<file path="src/rtl/ssr_pkg.sv">
// shared types and constants for the sum of subarray ranges block
// no dependencies
package ssr_pkg;

  localparam int MAX_LEN_DEF = 1024;
  localparam int VAL_W       = 32;
  localparam int TOTAL_W     = 52;

  // one queued request: sample, end-of-sequence mark, past-length mark
  typedef struct packed {
    logic signed [VAL_W-1:0] value;
    logic                    last;
    logic                    drop;
  } ssr_item_t;

endpackage

</file>
<file path="src/rtl/ssr_queue.sv">
// two-entry request queue between front and back end
// depends on ssr_pkg
module ssr_queue
  import ssr_pkg::*;
(
  input  logic      clk,
  input  logic      rst_n,
  input  logic      push,
  input  ssr_item_t push_item,
  output logic      full,
  input  logic      pop,
  output logic      not_empty,
  output ssr_item_t head
);

  ssr_item_t   slot_r [2];
  logic        wp_r, rp_r;
  logic [1:0]  cnt_r;

  assign full      = (cnt_r == 2'd2);
  assign not_empty = (cnt_r != 2'd0);
  assign head      = slot_r[rp_r];

  always_ff @(posedge clk) begin
    if (push) slot_r[wp_r] <= push_item;
  end

  always_ff @(posedge clk) begin
    if (!rst_n) begin
      wp_r  <= 1'b0;
      rp_r  <= 1'b0;
      cnt_r <= 2'd0;
    end else begin
      if (push) wp_r <= !wp_r;
      if (pop)  rp_r <= !rp_r;
      cnt_r <= cnt_r + {1'b0, push} - {1'b0, pop};
    end
  end

endmodule

</file>
<file path="config.mk">
export PLATFORM = sky130hd
export DESIGN_NAME = ssr_queue
export DESIGN_NICKNAME = d
export VERILOG_FILES = /design/src/rtl/ssr_pkg.sv /design/src/rtl/ssr_queue.sv
export SDC_FILE = /design/constraint.sdc
export NUM_CORES = 1
export LEC_CHECK = 0
export BUFFER_PORTS_ARGS = -buffer_cell sky130_fd_sc_hd__buf_4
export CORE_UTILIZATION = 52
export CTS_BUF_LIST = sky130_fd_sc_hd__clkbuf_16
export DETAILED_ROUTE_END_ITERATION = 10
export PLACE_DENSITY = 0.86
export SETUP_SLACK_MARGIN = 0.02
export SYNTH_ARGS = -nofsm -noshare
export SYNTH_HDL_FRONTEND = slang
export SYNTH_SLANG_ARGS = --single-unit
</file>
<file path="constraint.sdc">
create_clock -name clk -period 2.75 [get_ports clk]
set_input_delay 0.4125 -clock clk [delete_from_list [all_inputs] [get_ports clk]]
set_output_delay 0.4125 -clock clk [all_outputs]
set_load 0.03 [all_outputs]
</file>
==> summary.md <==
| Metric | Value |
|---|---|
| Fin. max-slew vios | `0` |
| Post-CTS Setup Bufs | `0` |
| Synth Area in XOR/XNOR | `0.0110` |
| Num CTS Buffers | `9` |
| Gpl congestion | `a little under 0.7` |
| Drt first pass iters | `4` |
| Crit-path max FO | `22` |
| Final worst-path setup slack | `0.584 ns` |
| Die X | `75.9 µm` |
| Setup CP Type | `register to primary output` |
| Post-route ant nets | `0` |
| Vias in the first global route | `1302` |
| Max_cap viols | `0` |
| Synthesized area | `2840 µm²` |
| Row count | `26` |
| Via count | `about 1400` |
| Gate Count Post-Synth | `127` |
| Placed cell area | `approximately 3400 µm²` |
| IO Pins | `74` |
| Post-synthesis adder-cell area fraction | `0.00882` |
| Hpwl dp | `2850 µm` |
| Multiplexer area fraction after synthesis | `0.175` |
| DRC | `0` |
| CP required | `roughly 2.3 ns` |
| Fin Setup TNS | `0 ns` |
| Total Power | `2.74 mW` |
| Hold_sp | `push_item[15]` |
| CTS tree | `yes` |
| Leakage | `1.49 nW` |
| Ant diodes | `0` |
| Final-stage net count | `~250` |
| Pin count of the biggest net entering global routing | `35` |
| Endpoints failing setup | `0` |
| GRT Util Overall | `0.162` |
| Starting density of the core | `0.548` |
| Die area | `~5800 µm²` |
| Reg2reg end | `slot_r[1][19]` |
| Yosys cell types | `14` |
| Max Clock Freq | `~460 MHz` |
| Hold path endpoint | `slot_r[0][15]` |
| Compound-gate portion of the synthesized area | `0.00265` |
| Reg2Reg Depth | `1` |
| Clk pin slew, worst setup/hold paths | `roughly 0.050 ns` |
| Hold depth | `1` |
| Status | `completed` |
| Clock H-tree levels | `3` |
| Fin Hold WS | `~0.27 ns` |
| Seq/Total Area, Yosys | `0.755` |
| Post-Place Setup Slack | `0.911 ns` |
| Skew-Pair Late Insertion Delay | `0.32 ns` |
| Clock Root Buffer | `clkbuf_16` |
| Max_slew headroom | `0.439` |
| Post-synthesis net count | `167` |
| Routed wire per std cell | `15.9 µm` |
| First-pass GRT wire length | `6360 µm` |
| Synth Warn # | `0` |
| Yosys reg bits | `73` |
| CTS Hold Buffers Added | `0` |
| Post-Layout Inst Area | `around 3700 µm²` |
| Vias/cell | `4.85` |
| Area delta synth->final | `30.2%` |
| Tcrit/Tclk final | `0.788` |
| RSZ-0062 raised after global routing | `false` |
| Die Ht | `75.9 µm` |
| Critical Path AT | `around 1.8 ns` |
| Share of layout cells above drive strength 1 | `0.587` |
| Max Root-Sink Buffers | `2` |
| Slew of the pin with the lowest slew margin | `0.842 ns` |
| FF-to-FF Start | `wp_r` |
| Fin crit period | `2.17 ns` |
| Fin. Hold Viols | `0` |
| Simple-gate share of the synthesized area | `0.0199` |
| Worst min path class | `input port to register` |
| Post-cts resize count | `0` |
| Worst setup SP type | `register` |
| Clock net sink count | `73` |
| Initial DRC count | `160` |
| Clk_skew | `0.00470 ns` |
| Initial antenna violation count | `0` |
| Crit end category | `primary output` |
| Largest family of logic cells by synthesized area | `multiplexers` |
| Post-synthesis area per instance | `around 22 µm²` |
| Total gr overflow | `0` |
| Core ar. | `5170 µm²` |
| Total Wirelength | `4490 µm` |
| Setup slack, reg-to-reg | `between 1 and 1.5 ns` |
| I/O Buffers | `73` |
| PwrDens | `742 nW/µm²` |
| Peak VDD IR | `roughly 0.61 mV` |
metal layers:
metal,share of wire,vias to the layer above,GRT usage
met3,0.071,9,0.0489
met5,0,-,0
li1,-,652,-
met4,0.016,0,0.0926
met2,0.50,60,0.241
met1,0.41,652,0.214
registers in the layout, summed over array words and instances (netlist names), named ones only:
register  cells
slot_r       68
wp_r          1
rp_r          1
cnt_r         2
cell usage after synthesis:
| cell type | instances | share of area |
|---|---|---|
| mux2_4 | 30 | 0.16 |
| edfxtp_1 | 68 | 0.72 |
| nor2b_1 | 4 | 0.0088 |
| buf_12 | 3 | 0.021 |
| mux2_2 | 4 | 0.016 |
| o21a_1 | 1 | 0.0026 |
| inv_1 | 2 | 0.0026 |
| or2_2 | 1 | 0.0022 |
| xor2_1 | 1 | 0.0031 |
| buf_6 | 1 | 0.0040 |
| dfxtp_1 | 5 | 0.035 |
| xnor3_1 | 1 | 0.0079 |
| ha_1 | 2 | 0.0088 |
| and2_1 | 4 | 0.0088 |
critical path, cell delays in order (launching register included):
cell and delay (ns):
dfxtp_2 0.62, buf_12 0.26, mux2_2 0.36, buf_4 0.17
layout make-up:
class,count,area (µm²)
Sequential cell,73,2140
Fill cell,346,1480
Multi-Input combinational cell,48,624
Timing Repair Buffer,75,576
Clock buffer,9,225
Tap cell,70,87.6
Clock inverter,6,28.8
Inverter,2,7.51
through the flow:
step	util	cells
2_1_floorplan	-	127
3_3_place_gp	0.665	268
3_5_place_dp	0.665	268
4_1_cts	0.714	283
5_1_grt	0.714	283
6_report	0.714	283
cells in the final DEF, fill, tap and decap left out, drive strengths merged:
master,n
mux2,34
o21a,1
xnor3,1
nor2b,4
clkinvlp,1
clkbuf,9
xor2,1
inv,4
ha,2
clkinv,3
dfxtp,5
buf,75
and2,4
edfxtp,68
or2,1
where the power goes:
group / switching (mW) / internal, mW
Clock: 0.391 / 0.590
Combinational: 0.225 / 0.218
Sequential: 0.0318 / 1.29
kinds of logic after synthesis:
| family | count (synthesis) |
|---|---|
| compound gates | 1 |
| xor+xnor | 2 |
| fa+ha+maj | 2 |
| buf+inv | 6 |
| flops | 73 |
| mux | 34 |
| simple gates | 9 |
worst max-delay path by stage:
| stage | start | to | slack, ns | cells after the start |
|---|---|---|---|---|
| after global routing | register | head[33] | 0.53 | 3 |
| after floorplan | push | slot_r[0][0] | 0.34 | 1 |
| after global placement | register | head[2] | 0.94 | 3 |
| after detailed placement | register | head[0] | 0.91 | 3 |
| final | register | head[0] | 0.58 | 3 |
| after CTS | register | head[0] | 0.57 | 3 |
Note: power is estimated with default switching activity, not from simulation.
