===== src/rtl/ssr_pkg.sv =====
// shared types and constants for the sum of subarray ranges block
// no dependencies
package ssr_pkg;

  localparam int MAX_LEN_DEF = 1024;
  localparam int VAL_W       = 32;
  localparam int TOTAL_W     = 52;

  // one queued request: sample, end-of-sequence mark, past-length mark
  typedef struct packed {
    logic signed [VAL_W-1:0] value;
    logic                    last;
    logic                    drop;
  } ssr_item_t;

endpackage


===== src/rtl/ssr_front.sv =====
// front end: accepts requests, counts sequence length, marks requests past the limit
// depends on ssr_pkg
module ssr_front
  import ssr_pkg::*;
#(
  parameter int MAX_LEN = MAX_LEN_DEF
) (
  input  logic                    clk,
  input  logic                    rst_n,
  input  logic                    in_valid,
  output logic                    in_ready,
  input  logic signed [VAL_W-1:0] in_sample_value,
  input  logic                    in_is_last,
  input  logic                    q_full,
  output logic                    q_push,
  output ssr_item_t               q_item
);

  localparam int CW = $clog2(MAX_LEN + 1);

  logic [CW-1:0] seen_r, seen_nxt;
  logic          drop;

  assign in_ready = !q_full;
  assign q_push   = in_valid && !q_full;
  assign drop     = (seen_r == CW'(MAX_LEN));

  assign q_item.value = in_sample_value;
  assign q_item.last  = in_is_last;
  assign q_item.drop  = drop;

  always_comb begin
    seen_nxt = seen_r;
    if (q_push) begin
      if (in_is_last) seen_nxt = '0;
      else if (!drop) seen_nxt = seen_r + 1'b1;
    end
  end

  always_ff @(posedge clk) begin
    if (!rst_n) seen_r <= '0;
    else        seen_r <= seen_nxt;
  end

endmodule


===== config.mk =====
export PLATFORM = sky130hd
export DESIGN_NAME = ssr_front
export DESIGN_NICKNAME = d
export VERILOG_FILES = /design/src/rtl/ssr_pkg.sv /design/src/rtl/ssr_front.sv
export SDC_FILE = /design/constraint.sdc
export NUM_CORES = 1
export LEC_CHECK = 0
export CAP_MARGIN = 25
export CORE_AREA = 2 2 66 62
export CTS_BUF_LIST = sky130_fd_sc_hd__clkbuf_8
export DETAILED_ROUTE_END_ITERATION = 12
export DIE_AREA = 0 0 68 64
export DONT_BUFFER_PORTS = 1
export GPL_TIMING_DRIVEN = 1
export PLACE_DENSITY = 0.41
export SYNTH_ARGS = -nofsm -noshare
export SYNTH_HDL_FRONTEND = slang
export SYNTH_SLANG_ARGS = --single-unit

===== constraint.sdc =====
create_clock -name clk -period 5.4 [get_ports clk]
set_input_delay 0.54 -clock clk [delete_from_list [all_inputs] [get_ports clk]]
set_output_delay 0.54 -clock clk [all_outputs]
set_load 0.01 [all_outputs]

==> impl_metrics.env, run 1 <==
export IMPL_synth_warnings=0
export IMPL_reg2reg_depth=6
export IMPL_place_inst=126
export IMPL_syn_area_per_cell_sq_um=7.860
export IMPL_grt_pass1_vias=654
export IMPL_worstHoldStart="rst_n"
export IMPL_antenna_found_initial=0
export IMPL_grt_max_degree=14
export IMPL_post_cts_buffers=0
export IMPL_synth_top_area_frac=0.2776
export IMPL_final_cells=130
export IMPL_initial_core_util=0.2536
export IMPL_setup_tns_ps=0
export IMPL_port_buffers=0
export IMPL_synth_most_common_cell="buf_4"
export IMPL_totalWireLength_um=1916
export IMPL_power_per_cell_area_nw_per_um2=228.2
export IMPL_hold_end="seen_r[5]$_SDFFE_PN0P_"
export IMPL_end_kind="output port"
export IMPL_synth_main_ff_cell="dfxtp_1"
export IMPL_fillers=402
export IMPL_cts_hold_buf=0
export IMPL_dieArea_sq_um=4352
export IMPL_synth_nets=156
export IMPL_ios=73
export IMPL_cts_tree="yes"
export IMPL_cts_sinks=11
export IMPL_grt_setup_unrepaired="no"
export IMPL_dpl_hpwl_um=1349
export IMPL_yosys_area_top_type="buf_4"
export IMPL_period_share=0.3582
export IMPL_grt_usage=0.09503
export IMPL_rows=21
export IMPL_vias=698
export IMPL_synth_async_reset_ratio=0
export IMPL_fin_skew_ps=1.035
export IMPL_ys_seq_elements=11
export IMPL_cts_resized=0
export IMPL_largest_reg_flops=11
export IMPL_hold_class="input pin to register"
export IMPL_overflow=0
export IMPL_wl_per_cell_um=14.74
export IMPL_die_y_um=64
export IMPL_maxCapViolations=0
export IMPL_synthTopCellsByCount="34 x buf_4, 11 x dfxtp_1, 6 x a21oi_1, 6 x inv_1"
export IMPL_place_congestion=0.7540
export IMPL_antennaDiodeCount=0
export IMPL_clk_path_buf_depth=2
export IMPL_final_nets=124
export IMPL_relSlewSlack=0.6781
export IMPL_r2r_end="seen_r[2]$_SDFFE_PN0P_"
export IMPL_dr_pass1_iters=5
export IMPL_cp_start_kind="register"
export IMPL_worst_pin_slew_ps=478.4
export IMPL_syn_area_sq_um=919.6
export IMPL_multi_input_area_sq_um=404.1
export IMPL_cts_root_buf="clkbuf_8"
export IMPL_regMostFlops="seen_r"
export IMPL_cts_buffers=3
export IMPL_hold_viol=0
export IMPL_finalSetupViolations=0
export IMPL_clkLatencyLatePin_ps=230
export IMPL_fmax_ghz=0.5170
export IMPL_seq_area_frac_synth=0.2395
export IMPL_drv_slew=0
export IMPL_die_w_um=68
export IMPL_via_per_inst=5.369
export IMPL_hold_depth=1
export IMPL_drtIter0Drc=29
export IMPL_core_sq_um=3626
export IMPL_ys_types=31
export IMPL_post_route_drc_count=0
export IMPL_status="finished, final reports clean"
export IMPL_ir_drop_mv=0.06259
export IMPL_leakage_nw=0.2491
export IMPL_reg2reg_from="seen_r[0]$_SDFFE_PN0P_"
export IMPL_fin_hold_ws_ps=422.3
export IMPL_grt_pass1_wl_um=3111
export IMPL_area_growth_pct=-18.10
export IMPL_syn_inst=117
export IMPL_cp_max_fo=7
export IMPL_critPathArrivalTime_ps=1390
export IMPL_fin_crit_ps=1934
export IMPL_worstPathRequired_ps=4860
export IMPL_synthTopCellsByArea="buf_4 28%, dfxtp_1 24%, a21oi_1 3.3%"
export IMPL_top_regs="seen_r (11)"
export IMPL_clk_pin_slew_ps=50
export IMPL_path_class="register to output port"
export IMPL_drive_above_1_share=0.08333
export IMPL_synth_edf_count=0
export IMPL_htreeDepth=1
export IMPL_detail_route_antenna_nets=0
export IMPL_seq_area_sq_um=220.2
export IMPL_r2r_slack_ps=3480
[layout make-up]
type,instances,area share
multi-input cells,62,0.5365
flip-flops and latches,11,0.2924
well taps,46,0.07641
clock buffers,3,0.05482
inverters,7,0.03488
clock inverters,1,0.004983
[report_power, final]
part	switching [mW]	internal (mW)	total (mW)
registers	0.000591	0.0817	0.0823
clock network	0.0301	0.0498	0.0799
logic	0.00626	0.00333	0.00959
total	0.0369	0.135	0.172
[layout by cell type (no fill, tap or decap), drive strengths merged, types with 4 or more instances in the layout]
master  synthesis  final
nand2           5      5
dfxtp          11     11
nand3           4      4
nor2            4      4
a21oi           6      6
o21ai           5      5
nor3            4      4
inv             6      7
[worst max path at each step]
stage / from / end / slack (ps)
floorplan: q_full / seen_r[2]$_SDFFE_PN0P_ / 3650
global placement: q_full / seen_r[2]$_SDFFE_PN0P_ / 3520
detailed placement: q_full / seen_r[4]$_SDFFE_PN0P_ / 3470
CTS: seen_r[0]$_SDFFE_PN0P_ / seen_r[2]$_SDFFE_PN0P_ / 3470
global route: seen_r[0]$_SDFFE_PN0P_ / seen_r[4]$_SDFFE_PN0P_ / 3350
finish: seen_r[5]$_SDFFE_PN0P_ / q_item[0] / 3470
[worst max-delay path, cell delays in order (launching register included)]
cell,delay (ps)
dfxtp_1,370
nor4_1,490
and3_1,300
[kinds of logic after synthesis]
| group | synth area share |
|---|---|
| adders and majority gates | 0.02721 |
| DFF | 0.2395 |
| AOI/OAI and AO/OA | 0.1755 |
| and+or+nand+nor | 0.2367 |
| buffers and inverters | 0.3211 |
[metrics by stage]
step           worst slack (ps)  power (mW)  utilization  area, sq um
2_1_floorplan              3651      0.1176            -        919.6
3_3_place_gp               3522     0.09343       0.1953        708.2
3_5_place_dp               3474     0.09357       0.1953        708.2
4_1_cts                    3467      0.1745       0.2077        753.2
5_1_grt                    3349      0.1813       0.2077        753.2
6_report                   3466      0.1719       0.2077        753.2
[metal layers]
metal,up-vias,global-route usage,share of wire
met3,20,0.05282,0.092
li1,319,-,-
met4,0,0.04000,0.042
met1,329,0.1144,0.43
met5,-,0,0
met2,30,0.1371,0.43
Power figures use the tool's default switching activity.
==> run 2: changes to the inputs <==
- clock period: 5.4 -> 1.9 ns (I/O delays scaled with it)
==> run 2 against run 1 <==
  * Utilization rose by 1.3 points
  * Sequential share of layout area fell by 1.7 points
  * Die area did not move
  * Total power rose to 2.9 times the previous value
  * Worst hold slack got worse by 360 ps
  * Worst setup slack got worse by 3400 ps
  * Sequential power rose to 2.8 times the previous value
  * Via count rose by 0.57%
  * Sequential cell count did not move
  * Combinational power rose to 3.4 times the previous value
  * Routed wire length rose by 0.21%
  * Non-clock buffer count rose by 6
  * Critical path type is now register to register
  * Critical endpoint is now seen_r[2]$_SDFFE_PN0P_
  * Largest power group is now the clock network
==> impl_metrics.env, run 2 (synthesis gave the netlist of run 1 again) <==
export IMPL_status="finished, final reports clean"
export IMPL_top_regs="seen_r (11)"
export IMPL_core_sq_um=3626
export IMPL_clk_pin_slew_ps=60
export IMPL_area_growth_pct=-13.06
export IMPL_final_cells=136
export IMPL_cp_max_fo=8
export IMPL_grt_max_degree=14
export IMPL_largest_reg_flops=11
export IMPL_routed_top_layer="met4"
export IMPL_fillers=416
export IMPL_m1WireLength_um=874
export IMPL_cp_top_family="compound AO/OA/AOI/OAI gates"
export IMPL_grt_setup_unrepaired="no"
export IMPL_path_class="register to register"
export IMPL_fin_crit_ps=1790
export IMPL_hold_viol=0
export IMPL_fmax_ghz=0.5586
export IMPL_via_per_inst=5.162
export IMPL_cp_num_buf_inv=1
export IMPL_leakage_nw=0.2813
export IMPL_clk_path_buf_depth=2
export IMPL_worstPathRequired_ps=2060
export IMPL_place_inst=132
export IMPL_ir_drop_mv=0.2225
export IMPL_antenna_found_initial=0
export IMPL_hold_depth=1
export IMPL_die_y_um=64
export IMPL_detail_route_antenna_nets=0
export IMPL_grt_pass1_wl_um=3236
export IMPL_crit_path_max_incr_delay_ps=450
export IMPL_place_area_sq_um=753.2
export IMPL_post_cts_buffers=0
export IMPL_hold_class="input pin to register"
export IMPL_wl_per_cell_um=14.12
export IMPL_dp_slack_ps=122.1
export IMPL_fin_skew_ps=1.674
export IMPL_cts_sinks=11
export IMPL_r2r_end="seen_r[2]$_SDFFE_PN0P_"
export IMPL_drtIter0Drc=56
export IMPL_final_cell_area_sq_um=799.5
export IMPL_reg2reg_from="seen_r[0]$_SDFFE_PN0P_"
export IMPL_internal_power_mw=0.3868
export IMPL_r2r_slack_ps=110
export IMPL_dr_wl_met2_um=785
export IMPL_combPwrFrac=0.064
export IMPL_dieArea_sq_um=4352
export IMPL_p_seq_frac=0.462
export IMPL_rows=21
export IMPL_total_power_mw=0.5033
export IMPL_regMostFlops="seen_r"
export IMPL_power_per_cell_area_nw_per_um2=629.5
export IMPL_cts_tree="yes"
export IMPL_port_buffers=0
export IMPL_netSwitchingFraction=0.2314
export IMPL_cts_root_buf="clkbuf_8"
export IMPL_worstHoldStart="rst_n"
export IMPL_drive_above_1_share=0.1556
export IMPL_slowest_stage="a311o_2"
export IMPL_cp_start_kind="register"
export IMPL_relSlewSlack=0.6679
export IMPL_end_kind="register"
export IMPL_place_congestion=0.7719
export IMPL_drv_slew=0
export IMPL_vias=702
export IMPL_p_switching_mw=0.1165
export IMPL_hold_end="seen_r[5]$_SDFFE_PN0P_"
export IMPL_worst_pin_slew_ps=493.6
export IMPL_maxCapViolations=0
export IMPL_cts_buffers=3
export IMPL_dpl_hpwl_um=1364
export IMPL_grt_usage=0.09814
export IMPL_dr_wl_met3_um=179
export IMPL_htreeDepth=1
export IMPL_power_frac_clock=0.474
export IMPL_grt_pass1_vias=662
export IMPL_die_w_um=68
export IMPL_finalSetupViolations=0
export IMPL_overflow=0
export IMPL_ios=73
export IMPL_totalWireLength_um=1920
export IMPL_post_route_drc_count=0
export IMPL_final_nets=130
export IMPL_antennaDiodeCount=0
export IMPL_cts_resized=0
export IMPL_cts_hold_buf=0
export IMPL_dr_pass1_iters=4
export IMPL_path_cells="inv_1 > ha_1 > nor4b_2 > a311o_2 > or3b_1 > a21oi_1"
export IMPL_setup_slack_ps=109.7
export IMPL_period_share=0.9423
export IMPL_reg2reg_depth=6
export IMPL_critPathArrivalTime_ps=1950
export IMPL_final_common_cell="dfxtp_1"
export IMPL_clkLatencyLatePin_ps=240
export IMPL_initial_core_util=0.2536
export IMPL_most_common_layout_cells="11 x dfxtp_1, 7 x inv_1, 6 x a21oi_1, 6 x buf_4"
export IMPL_setup_tns_ps=0
run 2: stage by stage:
step	util	hold WS, ps
6_report	0.2205	66.72
5_1_grt	0.2205	66.66
4_1_cts	0.2202	62.29
3_5_place_dp	0.2077	313.3
3_3_place_gp	0.2077	308.8
2_1_floorplan	-	307.8
run 2: power by group through the flow:
stage | clock network [mW] | logic (mW) | registers [mW]
5_1_grt | 0.265 | 0.0367 | 0.233
3_5_place_dp | 0 | 0.0325 | 0.237
3_3_place_gp | 0 | 0.0326 | 0.237
6_report | 0.239 | 0.0323 | 0.233
4_1_cts | 0.244 | 0.0326 | 0.233
2_1_floorplan | 0 | 0.0959 | 0.238
run 2: cell type report:
cell class,instances,area (sq um),area share
Sequential cell,11,220.2,0.2754
Clock inverter,1,3.754,0.004695
Timing Repair Buffer,6,45.04,0.05634
Inverter,7,26.28,0.03286
Multi-Input combinational cell,62,405.4,0.5070
Tap cell,46,57.56,0.07199
Clock buffer,3,41.29,0.05164
run 2: worst max-delay path by stage:
stage,start,end,depth (start not counted)
finish,seen_r[0]$_SDFFE_PN0P_,seen_r[2]$_SDFFE_PN0P_,6
global route,seen_r[0]$_SDFFE_PN0P_,seen_r[2]$_SDFFE_PN0P_,6
CTS,seen_r[0]$_SDFFE_PN0P_,seen_r[2]$_SDFFE_PN0P_,6
detailed placement,seen_r[0]$_SDFFE_PN0P_,seen_r[2]$_SDFFE_PN0P_,6
global placement,seen_r[0]$_SDFFE_PN0P_,seen_r[2]$_SDFFE_PN0P_,6
floorplan,seen_r[0]$_SDFFE_PN0P_,seen_r[2]$_SDFFE_PN0P_,6
run 2: per-layer routing:
metal / track usage / vias up
met5: 0 / -
met4: 0.06000 / 0
met3: 0.05634 / 16
met2: 0.1189 / 25
met1: 0.1290 / 333
li1: - / 328
==> run 3: changes to the inputs <==
- ABC_AREA: unset -> 1
- CORE_AREA: 2 2 66 62 -> 2 2 71 66
- DIE_AREA: 0 0 68 64 -> 0 0 73 68
==> run 3 against run 2 <==
  * Cell area is 12% higher
  * Synthesized cell count is 36% higher
  * Worst hold slack worse by 12 ps
  * Via count is 13% higher
  * Clock power is 3% higher
  * Critical path type is now register to output port
  * Critical endpoint is now q_item[0]
  * Highest routed layer unchanged
==> impl_metrics.env, run 3 <==
export IMPL_dp_slack_ps=500.3
export IMPL_cts_hold_buf=0
export IMPL_top_regs="seen_r (11)"
export IMPL_critPathArrivalTime_ps=1390
export IMPL_synthAdderAreaFrac=0.02378
export IMPL_internal_power_mw=0.4041
export IMPL_setup_slack_ps=318.1
export IMPL_wl_per_cell_um=11.19
export IMPL_fin_crit_ps=1582
export IMPL_place_inst=174
export IMPL_cts_root_buf="clkbuf_8"
export IMPL_via_per_inst=4.444
export IMPL_grt_pass1_wl_um=3498
export IMPL_final_common_cell="nand2_1"
export IMPL_dpl_hpwl_um=1472
export IMPL_synth_main_ff_cell="dfxtp_1"
export IMPL_cts_buffers=3
export IMPL_detail_route_antenna_nets=0
export IMPL_grt_setup_unrepaired="no"
export IMPL_grt_usage=0.09217
export IMPL_period_share=0.8326
export IMPL_synth_most_common_cell="buf_4"
export IMPL_clk_path_buf_depth=2
export IMPL_hold_class="input pin to register"
export IMPL_grt_max_degree=14
export IMPL_clk_pin_slew_ps=60
export IMPL_netSwitchingFraction=0.2657
export IMPL_die_w_um=73
export IMPL_ios=73
export IMPL_synth_nets=198
export IMPL_synth_warnings=0
export IMPL_cp_max_fo=5
export IMPL_drtIter0Drc=19
export IMPL_finalSetupViolations=0
export IMPL_maxCapViolations=0
export IMPL_core_sq_um=4288
export IMPL_setup_tns_ps=0
export IMPL_status="finished, final reports clean"
export IMPL_initial_core_util=0.2454
export IMPL_fmax_ghz=0.6321
export IMPL_gr_usage_met1=0.1145
export IMPL_drv_slew=0
export IMPL_synth_mux_area_frac=0
export IMPL_syn_area_per_cell_sq_um=6.618
export IMPL_cts_resized=0
export IMPL_relSlewSlack=0.5536
export IMPL_utilization=0.2092
export IMPL_worst_pin_slew_ps=668.9
export IMPL_fin_skew_ps=6.913
export IMPL_most_common_layout_cells="30 x nand2_1, 18 x nor2_1, 17 x inv_1, 13 x nand3_1, 11 x dfxtp_1"
export IMPL_largest_reg_flops=11
export IMPL_overflow=0
export IMPL_multi_input_area_sq_um=478.0
export IMPL_synth_async_reset_ratio=0
export IMPL_p_switching_mw=0.1462
export IMPL_synth_top_area_frac=0.2497
export IMPL_cp_start_kind="register"
export IMPL_p_seq_frac=0.436
export IMPL_fillers=478
export IMPL_port_buffers=0
export IMPL_synth_compound_area_frac=0.05470
export IMPL_cts_tree="yes"
export IMPL_antenna_found_initial=0
export IMPL_power_per_cell_area_nw_per_um2=613.4
export IMPL_clkLatencyLatePin_ps=250
export IMPL_post_cts_buffers=0
export IMPL_synth_edf_count=0
export IMPL_hold_viol=0
export IMPL_drive_above_1_share=0.1797
export IMPL_synthSimpleGateAreaFrac=0.3757
export IMPL_combPwrFrac=0.117
export IMPL_worstPathRequired_ps=1710
export IMPL_synth_top_family_by_area="simple AND/OR/NAND/NOR gates"
export IMPL_path_class="register to output port"
export IMPL_final_nets=168
export IMPL_synthXorXnorAreaFrac=0
export IMPL_grt_use_met3=0.02946
export IMPL_syn_inst=159
export IMPL_cts_sinks=11
export IMPL_ys_seq_elements=11
export IMPL_synthTopCellsByCount="35 x buf_4, 30 x nand2_1, 18 x nor2_1"
export IMPL_total_power_mw=0.5503
export IMPL_vias=791
export IMPL_ys_types=24
export IMPL_totalWireLength_um=1992
export IMPL_post_route_drc_count=0
export IMPL_power_frac_clock=0.447
export IMPL_end_kind="output port"
export IMPL_dr_pass1_iters=4
export IMPL_regMostFlops="seen_r"
export IMPL_grt_pass1_vias=761
export IMPL_rows=23
export IMPL_antennaDiodeCount=0
export IMPL_area_growth_pct=-14.74
export IMPL_dieArea_sq_um=4964
export IMPL_seq_area_sq_um=220.2
export IMPL_die_y_um=68
export IMPL_yosys_area_top_type="buf_4"
export IMPL_seq_area_frac_synth=0.2093
export IMPL_synthTopCellsByArea="buf_4 25%, dfxtp_1 21%, nand2_1 11%"
export IMPL_htreeDepth=1
export IMPL_final_cells=178
export IMPL_syn_area_sq_um=1052
export IMPL_place_congestion=0.8345
export IMPL_ir_drop_mv=0.1805
export IMPL_busiest_layer="met2"
export IMPL_leakage_nw=0.3772
export IMPL_grt_util_met2=0.1318
[run 3: worst max-delay path: stages, from the launching register on]
cell and delay (ps):
dfxtp_1 340, inv_1 70, ha_1 170, nand3_1 90
nor4_1 280, buf_4 190
[run 3: metrics by stage]
stage | instance area, sq um | hold slack, ps
floorplan | 1052 | 369.1
global placement | 850.8 | 316.2
detailed placement | 850.8 | 316.1
CTS | 897.1 | 52.94
global route | 897.1 | 51.88
finish | 897.1 | 54.60
[run 3: worst paths after layout]
check | startpoint | end | slack (ps) | cells past startpoint
max | seen_r[0]$_SDFFE_PN0P_ | q_item[0] | 320 | 5
min | rst_n | seen_r[1]$_SDFFE_PN0P_ | 50 | 2
max reg2reg | seen_r[0]$_SDFFE_PN0P_ | seen_r[0]$_SDFFE_PN0P_ | 520 | 8
min reg2reg | seen_r[5]$_SDFFE_PN0P_ | seen_r[5]$_SDFFE_PN0P_ | 500 | 2
[run 3: layout make-up]
cell class,count,share of cell area
multi-input combinational,91,0.5328
sequential,11,0.2455
inverter,20,0.08368
tap,50,0.06974
clock buffer,3,0.04603
timing repair buffer,2,0.01674
clock inverter,1,0.005579
[run 3: power groups by stage]
stage	Clock, mW	Sequential, mW	Combinational [mW]
floorplan	0	0.244	0.131
global placement	0	0.245	0.0657
detailed placement	0	0.245	0.0655
CTS	0.252	0.240	0.0657
global route	0.261	0.240	0.0733
finish	0.246	0.240	0.0644
[run 3: metal layers]
| metal | routed length, um | share of wire |
|---|---|---|
| met1 | 979 | 0.49 |
| met2 | 837 | 0.42 |
| met3 | 111 | 0.056 |
| met4 | 64 | 0.032 |
| met5 | 0 | 0 |
[run 3: cell families after synthesis]
family / count (synthesis)
and+or+nand+nor: 79
buffers and inverters: 57
DFF: 11
AOI/OAI and AO/OA: 10
adders and majority gates: 2
